## src/hw/rtl/jsu_pkg.sv

```systemverilog
// Shared types, codes and helper functions of the JSON string unescaper.
`timescale 1ns / 1ps
`default_nettype none
package jsu_pkg;

  localparam int OFFSET_WIDTH_DEF = 16;

  localparam logic [2:0] MODE_PLAIN      = 3'd0;
  localparam logic [2:0] MODE_ESC        = 3'd1;
  localparam logic [2:0] MODE_HEX        = 3'd2;
  localparam logic [2:0] MODE_AFTER_HIGH = 3'd3;
  localparam logic [2:0] MODE_HIGH_U     = 3'd4;
  localparam logic [2:0] MODE_LOW_HEX    = 3'd5;

  localparam logic [1:0] KIND_DATA  = 2'd0;
  localparam logic [1:0] KIND_CLOSE = 2'd1;
  localparam logic [1:0] KIND_ERROR = 2'd2;

  localparam logic [3:0] ERR_UNTERMINATED = 4'd0;
  localparam logic [3:0] ERR_CONTROL      = 4'd1;
  localparam logic [3:0] ERR_UNTERM_ESC   = 4'd2;
  localparam logic [3:0] ERR_BAD_ESC      = 4'd3;
  localparam logic [3:0] ERR_TRUNC_U      = 4'd4;
  localparam logic [3:0] ERR_BAD_HEX      = 4'd5;
  localparam logic [3:0] ERR_LONE_HIGH    = 4'd6;
  localparam logic [3:0] ERR_BAD_LOW      = 4'd7;
  localparam logic [3:0] ERR_LONE_LOW     = 4'd8;

  // One input item's results: a count of beats, their kind and code, and the bytes.
  typedef struct packed {
    logic [2:0]            num;
    logic [1:0]            kind;
    logic [3:0]            code;
    logic [3:0][7:0]       data;
  } res_t;

  typedef struct packed {
    logic       ok;
    logic [3:0] val;
  } hex_t;

  function automatic hex_t hex_value(input logic [7:0] c);
    hex_t h;
    h.ok  = 1'b1;
    h.val = 4'd0;
    if (c >= 8'h30 && c <= 8'h39) begin
      h.val = 4'(c - 8'h30);
    end else if (c >= 8'h61 && c <= 8'h66) begin
      h.val = 4'(c - 8'h57);
    end else if (c >= 8'h41 && c <= 8'h46) begin
      h.val = 4'(c - 8'h37);
    end else begin
      h.ok = 1'b0;
    end
    return h;
  endfunction

  function automatic res_t utf8_encode(input logic [20:0] cp);
    res_t r;
    r.kind = KIND_DATA;
    r.code = ERR_UNTERMINATED;
    r.data = '0;
    if (cp < 21'h80) begin
      r.num     = 3'd1;
      r.data[0] = cp[7:0];
    end else if (cp < 21'h800) begin
      r.num     = 3'd2;
      r.data[0] = {3'b110, cp[10:6]};
      r.data[1] = {2'b10, cp[5:0]};
    end else if (cp < 21'h10000) begin
      r.num     = 3'd3;
      r.data[0] = {4'b1110, cp[15:12]};
      r.data[1] = {2'b10, cp[11:6]};
      r.data[2] = {2'b10, cp[5:0]};
    end else begin
      r.num     = 3'd4;
      r.data[0] = {5'b11110, cp[20:18]};
      r.data[1] = {2'b10, cp[17:12]};
      r.data[2] = {2'b10, cp[11:6]};
      r.data[3] = {2'b10, cp[5:0]};
    end
    return r;
  endfunction

endpackage
`default_nettype wire

```

## src/hw/rtl/jsu_decode.sv

```systemverilog
// Decoder state registers and the single-pass decode of one registered input byte.
`timescale 1ns / 1ps
`default_nettype none
module jsu_decode #(
  parameter int OFFSET_WIDTH = jsu_pkg::OFFSET_WIDTH_DEF
) (
  input  wire logic                    clk,
  input  wire logic                    rst_n,
  input  wire logic                    fire,
  input  wire logic [7:0]              in_byte,
  input  wire logic                    end_of_input,
  output jsu_pkg::res_t                res,
  output logic      [OFFSET_WIDTH-1:0] res_off
);

  localparam logic [OFFSET_WIDTH-1:0] OFF_MAX = {OFFSET_WIDTH{1'b1}};

  logic [2:0]              mode_r, mode_nxt;
  logic [11:0]             acc_r, acc_nxt;
  logic [1:0]              cnt_r, cnt_nxt;
  logic [9:0]              hs_r, hs_nxt;
  logic [OFFSET_WIDTH-1:0] off_r, off_nxt;

  logic                    done;
  jsu_pkg::hex_t           hv;
  logic [15:0]             cp;

  function automatic logic [OFFSET_WIDTH-1:0] back_off(
    input logic [OFFSET_WIDTH-1:0] cur,
    input logic [2:0]              k
  );
    logic [OFFSET_WIDTH-1:0] kk;
    kk = OFFSET_WIDTH'(k);
    if (cur == OFF_MAX) begin
      return OFF_MAX;
    end else if (cur < kk) begin
      return '0;
    end
    return cur - kk;
  endfunction

  assign hv = jsu_pkg::hex_value(in_byte);
  assign cp = {acc_r, hv.val};

  always_comb begin
    mode_nxt = mode_r;
    acc_nxt  = acc_r;
    cnt_nxt  = cnt_r;
    hs_nxt   = hs_r;
    done     = 1'b0;
    res.num  = 3'd0;
    res.kind = jsu_pkg::KIND_DATA;
    res.code = jsu_pkg::ERR_UNTERMINATED;
    res.data = '0;
    res_off  = '0;
    if (end_of_input) begin
      done     = 1'b1;
      res.num  = 3'd1;
      res.kind = jsu_pkg::KIND_ERROR;
      res_off  = off_r;
      case (mode_r)
        jsu_pkg::MODE_ESC: begin
          res.code = jsu_pkg::ERR_UNTERM_ESC;
        end
        jsu_pkg::MODE_HEX: begin
          res.code = jsu_pkg::ERR_TRUNC_U;
          res_off  = back_off(off_r, {1'b0, cnt_r});
        end
        jsu_pkg::MODE_AFTER_HIGH: begin
          res.code = jsu_pkg::ERR_LONE_HIGH;
        end
        jsu_pkg::MODE_HIGH_U: begin
          res.code = jsu_pkg::ERR_LONE_HIGH;
          res_off  = back_off(off_r, 3'd1);
        end
        jsu_pkg::MODE_LOW_HEX: begin
          res.code = jsu_pkg::ERR_LONE_HIGH;
          res_off  = back_off(off_r, 3'd2 + {1'b0, cnt_r});
        end
        default: begin
          res.code = jsu_pkg::ERR_UNTERMINATED;
        end
      endcase
    end else begin
      case (mode_r)
        jsu_pkg::MODE_ESC: begin
          mode_nxt = jsu_pkg::MODE_PLAIN;
          res.num  = 3'd1;
          case (in_byte)
            8'h22, 8'h5C, 8'h2F: res.data[0] = in_byte;
            8'h62: res.data[0] = 8'h08;
            8'h66: res.data[0] = 8'h0C;
            8'h6E: res.data[0] = 8'h0A;
            8'h72: res.data[0] = 8'h0D;
            8'h74: res.data[0] = 8'h09;
            8'h75: begin
              res.num  = 3'd0;
              mode_nxt = jsu_pkg::MODE_HEX;
              acc_nxt  = '0;
              cnt_nxt  = '0;
            end
            default: begin
              done     = 1'b1;
              res.kind = jsu_pkg::KIND_ERROR;
              res.code = jsu_pkg::ERR_BAD_ESC;
              res_off  = off_r;
            end
          endcase
        end
        jsu_pkg::MODE_HEX, jsu_pkg::MODE_LOW_HEX: begin
          if (!hv.ok) begin
            done     = 1'b1;
            res.num  = 3'd1;
            res.kind = jsu_pkg::KIND_ERROR;
            res.code = jsu_pkg::ERR_BAD_HEX;
            res_off  = off_r;
          end else if (cnt_r != 2'd3) begin
            acc_nxt = {acc_r[7:0], hv.val};
            cnt_nxt = cnt_r + 2'd1;
          end else begin
            acc_nxt = '0;
            cnt_nxt = '0;
            if (mode_r == jsu_pkg::MODE_HEX) begin
              if (cp >= 16'hD800 && cp <= 16'hDBFF) begin
                hs_nxt   = cp[9:0];
                mode_nxt = jsu_pkg::MODE_AFTER_HIGH;
              end else if (cp >= 16'hDC00 && cp <= 16'hDFFF) begin
                done     = 1'b1;
                res.num  = 3'd1;
                res.kind = jsu_pkg::KIND_ERROR;
                res.code = jsu_pkg::ERR_LONE_LOW;
                res_off  = back_off(off_r, 3'd3);
              end else begin
                mode_nxt = jsu_pkg::MODE_PLAIN;
                res      = jsu_pkg::utf8_encode({5'd0, cp});
              end
            end else begin
              if (cp < 16'hDC00 || cp > 16'hDFFF) begin
                done     = 1'b1;
                res.num  = 3'd1;
                res.kind = jsu_pkg::KIND_ERROR;
                res.code = jsu_pkg::ERR_BAD_LOW;
                res_off  = back_off(off_r, 3'd3);
              end else begin
                hs_nxt   = '0;
                mode_nxt = jsu_pkg::MODE_PLAIN;
                res      = jsu_pkg::utf8_encode(21'h10000 + {1'b0, hs_r, cp[9:0]});
              end
            end
          end
        end
        jsu_pkg::MODE_AFTER_HIGH: begin
          if (in_byte == 8'h5C) begin
            mode_nxt = jsu_pkg::MODE_HIGH_U;
          end else begin
            done     = 1'b1;
            res.num  = 3'd1;
            res.kind = jsu_pkg::KIND_ERROR;
            res.code = jsu_pkg::ERR_LONE_HIGH;
            res_off  = off_r;
          end
        end
        jsu_pkg::MODE_HIGH_U: begin
          if (in_byte == 8'h75) begin
            mode_nxt = jsu_pkg::MODE_LOW_HEX;
            acc_nxt  = '0;
            cnt_nxt  = '0;
          end else begin
            done     = 1'b1;
            res.num  = 3'd1;
            res.kind = jsu_pkg::KIND_ERROR;
            res.code = jsu_pkg::ERR_LONE_HIGH;
            res_off  = back_off(off_r, 3'd1);
          end
        end
        default: begin
          mode_nxt = jsu_pkg::MODE_PLAIN;
          if (in_byte == 8'h22) begin
            done     = 1'b1;
            res.num  = 3'd1;
            res.kind = jsu_pkg::KIND_CLOSE;
          end else if (in_byte < 8'h20) begin
            done     = 1'b1;
            res.num  = 3'd1;
            res.kind = jsu_pkg::KIND_ERROR;
            res.code = jsu_pkg::ERR_CONTROL;
            res_off  = off_r;
          end else if (in_byte == 8'h5C) begin
            mode_nxt = jsu_pkg::MODE_ESC;
          end else begin
            res.num     = 3'd1;
            res.data[0] = in_byte;
          end
        end
      endcase
    end

    off_nxt = off_r;
    if (done) begin
      mode_nxt = jsu_pkg::MODE_PLAIN;
      acc_nxt  = '0;
      cnt_nxt  = '0;
      hs_nxt   = '0;
      off_nxt  = '0;
    end else if (off_r != OFF_MAX) begin
      off_nxt = off_r + OFFSET_WIDTH'(1);
    end
  end

  always_ff @(posedge clk) begin
    if (!rst_n) begin
      mode_r <= jsu_pkg::MODE_PLAIN;
      acc_r  <= '0;
      cnt_r  <= '0;
      hs_r   <= '0;
      off_r  <= '0;
    end else if (fire) begin
      mode_r <= mode_nxt;
      acc_r  <= acc_nxt;
      cnt_r  <= cnt_nxt;
      hs_r   <= hs_nxt;
      off_r  <= off_nxt;
    end
  end

endmodule
`default_nettype wire

```

## src/hw/rtl/jsu_out_buf.sv

```systemverilog
// Result register: holds the up to four beats of one item and hands them out in order.
`timescale 1ns / 1ps
`default_nettype none
module jsu_out_buf #(
  parameter int OFFSET_WIDTH = jsu_pkg::OFFSET_WIDTH_DEF
) (
  input  wire logic                    clk,
  input  wire logic                    rst_n,
  input  wire logic                    load,
  input  wire jsu_pkg::res_t           res,
  input  wire logic [OFFSET_WIDTH-1:0] res_off,
  input  wire logic                    pop,
  output logic                         free,
  output logic                         valid,
  output logic      [7:0]              beat_byte,
  output logic      [1:0]              beat_kind,
  output logic      [3:0]              beat_code,
  output logic      [OFFSET_WIDTH-1:0] beat_off,
  output logic                         beat_last
);

  logic [2:0]              cnt_r, cnt_nxt;
  logic [3:0][7:0]         data_r, data_nxt;
  logic [1:0]              kind_r;
  logic [3:0]              code_r;
  logic [OFFSET_WIDTH-1:0] off_r;

  assign valid     = cnt_r != 3'd0;
  assign free      = (cnt_r == 3'd0) || (cnt_r == 3'd1 && pop);
  assign beat_byte = data_r[0];
  assign beat_kind = kind_r;
  assign beat_code = code_r;
  assign beat_off  = off_r;
  assign beat_last = cnt_r == 3'd1;

  always_comb begin
    cnt_nxt  = cnt_r;
    data_nxt = data_r;
    if (pop && valid) begin
      cnt_nxt  = cnt_r - 3'd1;
      data_nxt = {8'd0, data_r[3:1]};
    end
    if (load) begin
      cnt_nxt  = res.num;
      data_nxt = res.data;
    end
  end

  always_ff @(posedge clk) begin
    if (!rst_n) begin
      cnt_r <= '0;
    end else begin
      cnt_r <= cnt_nxt;
    end
  end

  always_ff @(posedge clk) begin
    data_r <= data_nxt;
    if (load) begin
      kind_r <= res.kind;
      code_r <= res.code;
      off_r  <= res_off;
    end
  end

endmodule
`default_nettype wire

```

## src/hw/rtl/json_string_unescape_utf8.sv

```systemverilog
// Top level of the JSON string unescaper with UTF-8 output.
// Takes one string-body byte per beat (after the opening quote) and sends decoded UTF-8 bytes,
// a close marker or an error with its code and byte offset. A beat passes an input register,
// one pass of decode logic and a result register before its first output beat.
// Plain bytes and short escapes run at one beat per cycle while out_tready is high; an item whose
// code point leaves as more than one byte holds the input while the result register drains one
// beat per cycle, as out_tready allows. Escape bytes that complete nothing produce no output beat.
`timescale 1ns / 1ps
`default_nettype none
module json_string_unescape_utf8 #(
  parameter int OFFSET_WIDTH = jsu_pkg::OFFSET_WIDTH_DEF,
  localparam int TDATA_W     = ((12 + OFFSET_WIDTH + 7) / 8) * 8
) (
  input  wire logic               clk,
  input  wire logic               rst_n,
  input  wire logic               in_tvalid,
  output logic                    in_tready,
  input  wire logic [7:0]         in_tdata,   // in_byte
  input  wire logic               in_tuser,   // end_of_input
  output logic                    out_tvalid,
  input  wire logic               out_tready,
  output logic      [TDATA_W-1:0] out_tdata,  // out_byte, error_code, error_offset, zero fill
  output logic      [1:0]         out_tuser,  // kind
  output logic                    out_tlast   // last
);

  logic                    in_v_r;
  logic [7:0]              in_byte_r;
  logic                    in_eoi_r;
  logic                    advance;
  logic                    buf_free;
  jsu_pkg::res_t           res;
  logic [OFFSET_WIDTH-1:0] res_off;
  logic [7:0]              beat_byte;
  logic [3:0]              beat_code;
  logic [OFFSET_WIDTH-1:0] beat_off;

  assign advance   = in_v_r && buf_free;
  assign in_tready = !in_v_r || advance;

  always_ff @(posedge clk) begin
    if (!rst_n) begin
      in_v_r <= 1'b0;
    end else if (in_tvalid && in_tready) begin
      in_v_r <= 1'b1;
    end else if (advance) begin
      in_v_r <= 1'b0;
    end
  end

  always_ff @(posedge clk) begin
    if (in_tvalid && in_tready) begin
      in_byte_r <= in_tdata;
      in_eoi_r  <= in_tuser;
    end
  end

  jsu_decode #(.OFFSET_WIDTH(OFFSET_WIDTH)) u_decode (
    .clk          (clk),
    .rst_n        (rst_n),
    .fire         (advance),
    .in_byte      (in_byte_r),
    .end_of_input (in_eoi_r),
    .res          (res),
    .res_off      (res_off)
  );

  jsu_out_buf #(.OFFSET_WIDTH(OFFSET_WIDTH)) u_out_buf (
    .clk       (clk),
    .rst_n     (rst_n),
    .load      (advance),
    .res       (res),
    .res_off   (res_off),
    .pop       (out_tready),
    .free      (buf_free),
    .valid     (out_tvalid),
    .beat_byte (beat_byte),
    .beat_kind (out_tuser),
    .beat_code (beat_code),
    .beat_off  (beat_off),
    .beat_last (out_tlast)
  );

  assign out_tdata = TDATA_W'({beat_off, beat_code, beat_byte});

  a_ctl_is_last: assert property (@(posedge clk) disable iff (!rst_n)
    out_tvalid && out_tuser != jsu_pkg::KIND_DATA |-> out_tlast)
    else $error("close or error beat not marked last");

  a_data_clean: assert property (@(posedge clk) disable iff (!rst_n)
    out_tvalid && out_tuser == jsu_pkg::KIND_DATA |-> out_tdata[TDATA_W-1:8] == '0)
    else $error("data beat carries error fields");

  a_eoi_gives_error: assert property (@(posedge clk) disable iff (!rst_n)
    advance && in_eoi_r |=> out_tvalid && out_tuser == jsu_pkg::KIND_ERROR && out_tlast)
    else $error("end of input did not yield an error beat");

  a_hold_item: assert property (@(posedge clk) disable iff (!rst_n)
    in_v_r && !advance |=> in_v_r && $stable(in_byte_r) && $stable(in_eoi_r))
    else $error("pending input item lost");

endmodule
`default_nettype wire

```

## config.mk

```make
export PLATFORM = sky130hd
export DESIGN_NAME = json_string_unescape_utf8
export DESIGN_NICKNAME = d
export VERILOG_FILES = /design/src/hw/rtl/jsu_pkg.sv /design/src/hw/rtl/jsu_decode.sv /design/src/hw/rtl/jsu_out_buf.sv /design/src/hw/rtl/json_string_unescape_utf8.sv
export SDC_FILE = /design/constraint.sdc
export NUM_CORES = 1
export LEC_CHECK = 0
export ABC_CLOCK_PERIOD_IN_PS = 3400
export BUFFER_PORTS_ARGS = -buffer_cell sky130_fd_sc_hd__buf_4
export CAP_MARGIN = 10
export CELL_PAD_IN_SITES_DETAIL_PLACEMENT = 1
export CELL_PAD_IN_SITES_GLOBAL_PLACEMENT = 1
export CORE_MARGIN = 4
export CORE_UTILIZATION = 47
export DETAILED_ROUTE_END_ITERATION = 16
export PLACE_DENSITY = 0.86
export SETUP_SLACK_MARGIN = 0.3
export SYNTH_ARGS = -nofsm -noshare
export SYNTH_HDL_FRONTEND = slang
export SYNTH_SLANG_ARGS = --single-unit
```

## constraint.sdc

```tcl
create_clock -name clk -period 3.4 [get_ports clk]
set_input_delay 0.68 -clock clk [delete_from_list [all_inputs] [get_ports clk]]
set_output_delay 0.68 -clock clk [all_outputs]
set_load 0.03 [all_outputs]
```

Word-level counts from Yosys, hierarchy flattened
Cells that the tools add are included. Widths: inputs -> output; s select.

Register bits after elaboration: 110. Logic and storage cells: 290. Output and inout port bits: 37. Bits of input ports: 13.

Multiplexer cells: 180. Equal/unequal tests: 29. $lt $le $gt $ge: 22. $add $sub $neg: 12. Reduce and logical (&&, ||, !) cells: 31.

Operator list (count): $mux 16 (31); $mux 24 (20); $mux 32 (6); $mux 41 (3); $mux 10 (8); $pmux 16 s4 (1); $mux 12 (5); $eq 8x7->1 const B (7); $mux 8 (7); $mux 3 (18); $mux 1 (52); $pmux 16 s3 (1); $pmux 8 s6 (1); $mux 9 (4); $pmux 9 s4 (1); $ge 16x16->1 const B (2); $le 16x16->1 const B (2); $pmux 12 s2 (1); $pmux 8 s3 (1); $mux 22 (1); $add 17x20->21 const A (1); $lt 21x12->1 const B (1); $lt 21x17->1 const B (1); $lt 21x8->1 const B (1); 57 further kinds (98).

Logic depth before layout (Yosys ltp)
Word-level depth: 25. Gate-level depth with buffers: 12. Gate-level depth less buffers: 10.

Cells and area by module
Synthesis repeated with hierarchy kept, for this count alone.

Cells, all modules: 1120. Area total of the unflattened synthesis: 9080.0 µm².

By module, submodules not included: jsu_decode (cells an instance 973, instances 1, area each 6428.7 µm², sequential area each 860.8 µm²); jsu_out_buf (cells an instance 127, instances 1, area each 2282.2 µm², sequential area each 1681.6 µm²); json_string_unescape_utf8 (cells an instance 20, instances 1, area each 369.1 µm², sequential area each 290.3 µm²).

Worst setup path after synthesis
Ideal clock, no wire load.

Kind: flip-flop to flip-flop. From: reg in_byte_r[7]. To: reg u_out_buf.off_r[0], in the netlist u_out_buf.beat_off[0] (data pin). Path slack: 0.475 ns. Stages on the path, launching flop included: 8. Buffers on the path: 0. Data required time: 3.139 ns. Setup time: 0.261 ns. Arrival: 2.664 ns. Period minus slack after synthesis: 2.925 ns. Path through: edfxtp_1 > or4b_4 > nor3_4 > nor2_4 > a221oi_2 > a21oi_1 > a21o_1 > a221o_1.

Cells in the longest elaborated chain, start to end: 14. Elaborated cells on any way between the ends: 48. Classes of those cells: order compare: 13; eq/ne: 9; mux: 19; reduce/logical: 7.

Ends and longest elaborated chain: start, declared (line json_string_unescape_utf8.sv:28) `logic [7:0] in_byte_r;`; start signal, assigned (line json_string_unescape_utf8.sv:53) `in_byte_r <= in_tdata;`; $ge 8x7->1 or $le 8x7->1 (tied branches) (line jsu_pkg.sv:50) `end else if (c >= 8'h41 && c <= 8'h46) begin`; $logic_and 1x1->1 (line jsu_pkg.sv:50); $mux 4 (line jsu_pkg.sv:50); $mux 4 (line jsu_pkg.sv:48) `end else if (c >= 8'h61 && c <= 8'h66) begin`; $mux 4 (line jsu_pkg.sv:46) `if (c >= 8'h30 && c <= 8'h39) begin`; $ge 16x16->1 or $le 16x16->1 (tied branches) (line jsu_decode.sv:127) `end else if (cp >= 16'hDC00 && cp <= 16'hDFFF) begin`; $logic_and 1x1->1 (line jsu_decode.sv:127); $mux 16 (line jsu_decode.sv:127); $mux 16 (line jsu_decode.sv:124) `if (cp >= 16'hD800 && cp <= 16'hDBFF) begin`; $mux 16 (line jsu_decode.sv:123) `if (mode_r == jsu_pkg::MODE_HEX) begin`; $mux 16 (line jsu_decode.sv:117) `end else if (cnt_r != 2'd3) begin`; $mux 16 (line jsu_decode.sv:111) `if (!hv.ok) begin`; $pmux 16 s4 (*) (line jsu_decode.sv:85) `case (mode_r)`; $mux 16 (*) (line jsu_decode.sv:56) `if (end_of_input) begin`; net res_off[0] (line json_string_unescape_utf8.sv:33) `logic [OFFSET_WIDTH-1:0] res_off;`; end signal, assigned (line jsu_out_buf.sv:62) `off_r <= res_off;`; end, declared (line jsu_out_buf.sv:26) `logic [OFFSET_WIDTH-1:0] off_r;`.

The timed path passes the listed nets; every way through them passes the cells marked *. A chain may end at the register's enable or synchronous reset.

==> impl_metrics.csv <==
group,metric,value,unit
critical_path,reg2reg_to,"u_out_buf.beat_byte[1]$_DFFE_PP_",
final_layout,drive_above_1_share,0.1924,
cts,clkTransAtPathRegs,0.08,ns
floorplan,rows,48,
cts,root_buffer,"clkbuf_16",
global_route,grtUsageMet3,0.09491,
timing,worst_pin_slew,0.8295,ns
final_layout,final_nets,1127,
synthesis,synthTopCellsByArea,"edfxtp_1, dfxtp_1, a21oi_1",
power_and_ir_drop,total_power,3.916,mW
synthesis,avgSynthCellArea,8.070,um2
synthesis,yosysMostFrequentCell,"nand2_1",
timing,hold_viol_final,0,
critical_path,r2r_setup_slack,0.28,ns
global_route,grt_usage,0.3275,
floorplan,die_area,19700,um2
synthesis,synth-seq-cells,107,
synthesis,synth.top_cell.area_share,0.2189,
floorplan,ios,50,
synthesis,yosys-top-cells-count,"nand2_1, a21oi_1, nor2_1",
synthesis,syn_area,8232,um2
hold_path,min_from,"in_tdata[4]",
cts,h-tree-depth,3,
final_layout,fill_cells,2110,
critical_path,cp.depth,11,
global_route,use_met1,0.4652,
critical_path,slowest_delay,0.45,ns
placement,portBuffers,45,
drt,ant_nets,0,
cts,clock_latency,0.37,ns
hold_path,whs_path_depth,1,
final_layout,fin_util,0.5620,
timing,fin_crit,3.119,ns
synthesis,synth_cells,1020,
drt,routed-via-count,9254,
global_route,grt.busiest_layer,"met2",
synthesis,synthFlopType,"edfxtp_1",
critical_path,crit_chain,"buf_4 > ha_4 > nor3b_2 > buf_4 > nor3_4 > buf_4 > a22o_1 > a221oi_1 > o32ai_2 > a221oi_1 > o31ai_1",
critical_path,critical-path-slowest-cell,"edfxtp_1",
timing,setup_viol,0,
job,maxCapViolCount,0,
synthesis,synth-edff-count,60,
global_route,grt_pass1_vias,8868,
floorplan,chipWidth,140.3,um
cts,clkSinkCount,107,
synthesis,yosys_warnings,0,
critical_path,critical_path_class,"flop to flop",
final_layout,antennaDiodeCount,0,
drt,drt_iter0_markers,1059,
critical_path,cp_top_family,"compound AO/OA/AOI/OAI gates",
placement,dp_cells,1298,
power_and_ir_drop,powerDensity,404.3,nW/um2
global_route,grt_max_degree,54,
final_layout,final_cells,1327,
hold_path,hold_class,"primary input to flop",
critical_path,worst_path_most_repeated_cell,"buf_4",
synthesis,synth-async-reset-ratio,0,
power_and_ir_drop,total_leakage_power,3.581,nW
drt,drc,0,
critical_path,r2r_cells,11,
placement,hpwl,24610,um
timing,holdWs,0.4940,ns
drt,drt_pass1_iterations,6,
critical_path,cp_data_arrival_time,3.22,ns
cts,clock_path_buffers,2,
drt,wl_per_cell,25.55,um
critical_path,critPathLaunchType,"flop",
power_and_ir_drop,max-vdd-ir-drop,0.0003893,V
timing,rsz0062_at_grt,"true",
synthesis,synth_top_cell_by_area,"edfxtp_1",
global_route,grt_first_pass_wirelength,51360,um
timing,fmax,320.6,MHz
global_route,antenna_found_initial,1,
floorplan,start_util,0.4776,
drt,routed_wl,33910,um
timing,relSlewSlack,0.4446,
status,status,"completed",
placement,placed_cell_area,9160,um2
critical_path,critPathBufInv,3,
cts,cts_made_buffers,9,
synthesis,synth_seq_area_share,0.3332,
final_layout,areaGrowthSynthToFinish,17.68,%
global_route,use_met2,0.4806,
floorplan,core,17240,um2
timing,fin_crit_sh,0.9175,
global_route,grt_overflow,0,
synthesis,ys_types,92,
floorplan,die_y,140.3,um
placement,gp_congestion,1.035,
drt,viasPerCell,6.974,
timing,finalClockSkew,0.01253,ns
critical_path,crit_fanout,9,
hold_path,min_to,"in_byte_r[4]$_DFFE_PP_",
final_layout,postLayoutCellArea,9687,um2
cts,tritoncts,"built",
critical_path,timing.rr.start,"in_byte_r[0]$_DFFE_PP_",
critical_path,endpoint_kind,"flop",
critical_path,cp.required,3.50,ns
timing,drv_slew,0,
how the worst max path moves through the flow:
stage / startpoint / endpoint / slack [ns]
2_1_floorplan: in_byte_r[7]$_DFFE_PP_ / u_out_buf.beat_off[0]$_DFFE_PP_ / 0.48
3_3_place_gp: u_decode.off_r[15]$_SDFFE_PN0P_ / u_out_buf.beat_off[3]$_DFFE_PP_ / -0.11
3_5_place_dp: u_decode.off_r[15]$_SDFFE_PN0P_ / u_out_buf.beat_off[3]$_DFFE_PP_ / -0.01
4_1_cts: in_byte_r[1]$_DFFE_PP_ / u_out_buf.beat_byte[1]$_DFFE_PP_ / 0.21
5_1_grt: in_byte_r[0]$_DFFE_PP_ / u_out_buf.beat_byte[1]$_DFFE_PP_ / 0.19
6_report: in_byte_r[0]$_DFFE_PP_ / u_out_buf.beat_byte[1]$_DFFE_PP_ / 0.28
area by class of cell:
cell class | count | area (um2) | area share
repair buffers | 149 | 1119 | 0.1155
flip-flops and latches | 107 | 2745 | 0.2834
well taps | 225 | 281.5 | 0.02906
multi-input cells | 810 | 5196 | 0.5364
clock inverters | 5 | 37.54 | 0.003875
inverters | 20 | 75.07 | 0.007750
clock buffers | 11 | 232.7 | 0.02402
routing by layer:
metal  vias up  share of wire
met5         -              0
met4         0          0.032
met3       113           0.12
met2       608           0.44
met1      4501           0.41
li1       4032              -
worst register-to-register path, cell delays in order, from the launching register on:
cell      delay [ns]
edfxtp_1        0.45
buf_4           0.18
ha_4            0.17
nor3b_2         0.30
buf_4           0.19
nor3_4          0.05
buf_4           0.17
a22o_1          0.36
a221oi_1        0.40
o32ai_2         0.20
a221oi_1        0.28
o31ai_1         0.11
metrics by stage:
stage               setup TNS, ns  setup slack, ns
detailed placement       -0.01161         -0.01161
floorplan                       0           0.4752
global placement          -0.1283          -0.1108
CTS                             0           0.2114
global route                    0           0.1889
finish                          0           0.2805
flip-flops by register name (all words and copies together) (netlist names):
register	cells
in_byte_r	8
in_eoi_r	1
in_v_r	1
u_decode.acc_r	12
u_decode.cnt_r	2
u_decode.hs_r	10
u_decode.mode_r	3
u_decode.off_r	16
u_out_buf.beat_byte	8
u_out_buf.beat_code	4
u_out_buf.beat_kind	2
u_out_buf.beat_off	16
u_out_buf.cnt_r	3
u_out_buf.data_r	21
repair_timing:
item                                    4_1_cts  5_1_grt
hold endpoints to repair                      0        0
pin swaps                                     1        4
cloned                                        0        0
endpoints found under the setup margin       29       56
hold buffers                                  0        0
resized for setup                             6       26
setup buffers                                 1       12
placed cells by master, fill, tap and decap left out, types with 7 or more instances in the layout:
cell       Yosys  layout
a31oi_1       11       9
mux2i_1       18      18
o31ai_1       22      21
a221o_1        7       7
xnor2_1       15      15
o21ai_1       12      11
nor2_1        85      85
or3_1         16      15
and2_1         9       9
nand2_1       99      99
edfxtp_1      60      60
nor2b_1        9       9
a21oi_1       85      84
nor3_1        28      27
o211ai_1      13      13
a32oi_1        8       8
nand3_1       48      48
nand2b_1      10      10
a211oi_1       9       8
dfxtp_1       47      45
a221oi_1       8       8
ha_1          15      13
buf_4         13     149
o22ai_1       21      20
a22o_1         7       7
nand4_1       16      16
xor2_1        13      13
inv_1         18      16
o21ai_0       66      65
nor4_1        19      16
o221ai_1       9       9
or4_1         10      10
a22oi_1        9       9
clkbuf_16      0       9
power breakdown:
part / leakage (nW) / switching, mW / internal (mW)
clock: 0.126 / 0.510 / 0.501
sequential: 0.964 / 0.0841 / 1.62
combinational: 2.49 / 0.798 / 0.408
total: 3.58 / 1.39 / 2.52
cell families (layout without fill, tap and decap cells):
| kind of cell | after synthesis | count (layout) | synth area share |
|---|---|---|---|
| simple gates | 391 | 391 | 0.2435 |
| compound gates | 350 | 350 | 0.2836 |
| flops | 107 | 107 | 0.3332 |
| buf+inv | 106 | 185 | 0.05715 |
| xor+xnor | 28 | 28 | 0.02979 |
| mux | 20 | 20 | 0.02462 |
| fa+ha+maj | 17 | 17 | 0.02766 |
| other cells | 1 | 4 | 0.0004556 |
(Power assumes the default switching activity.)
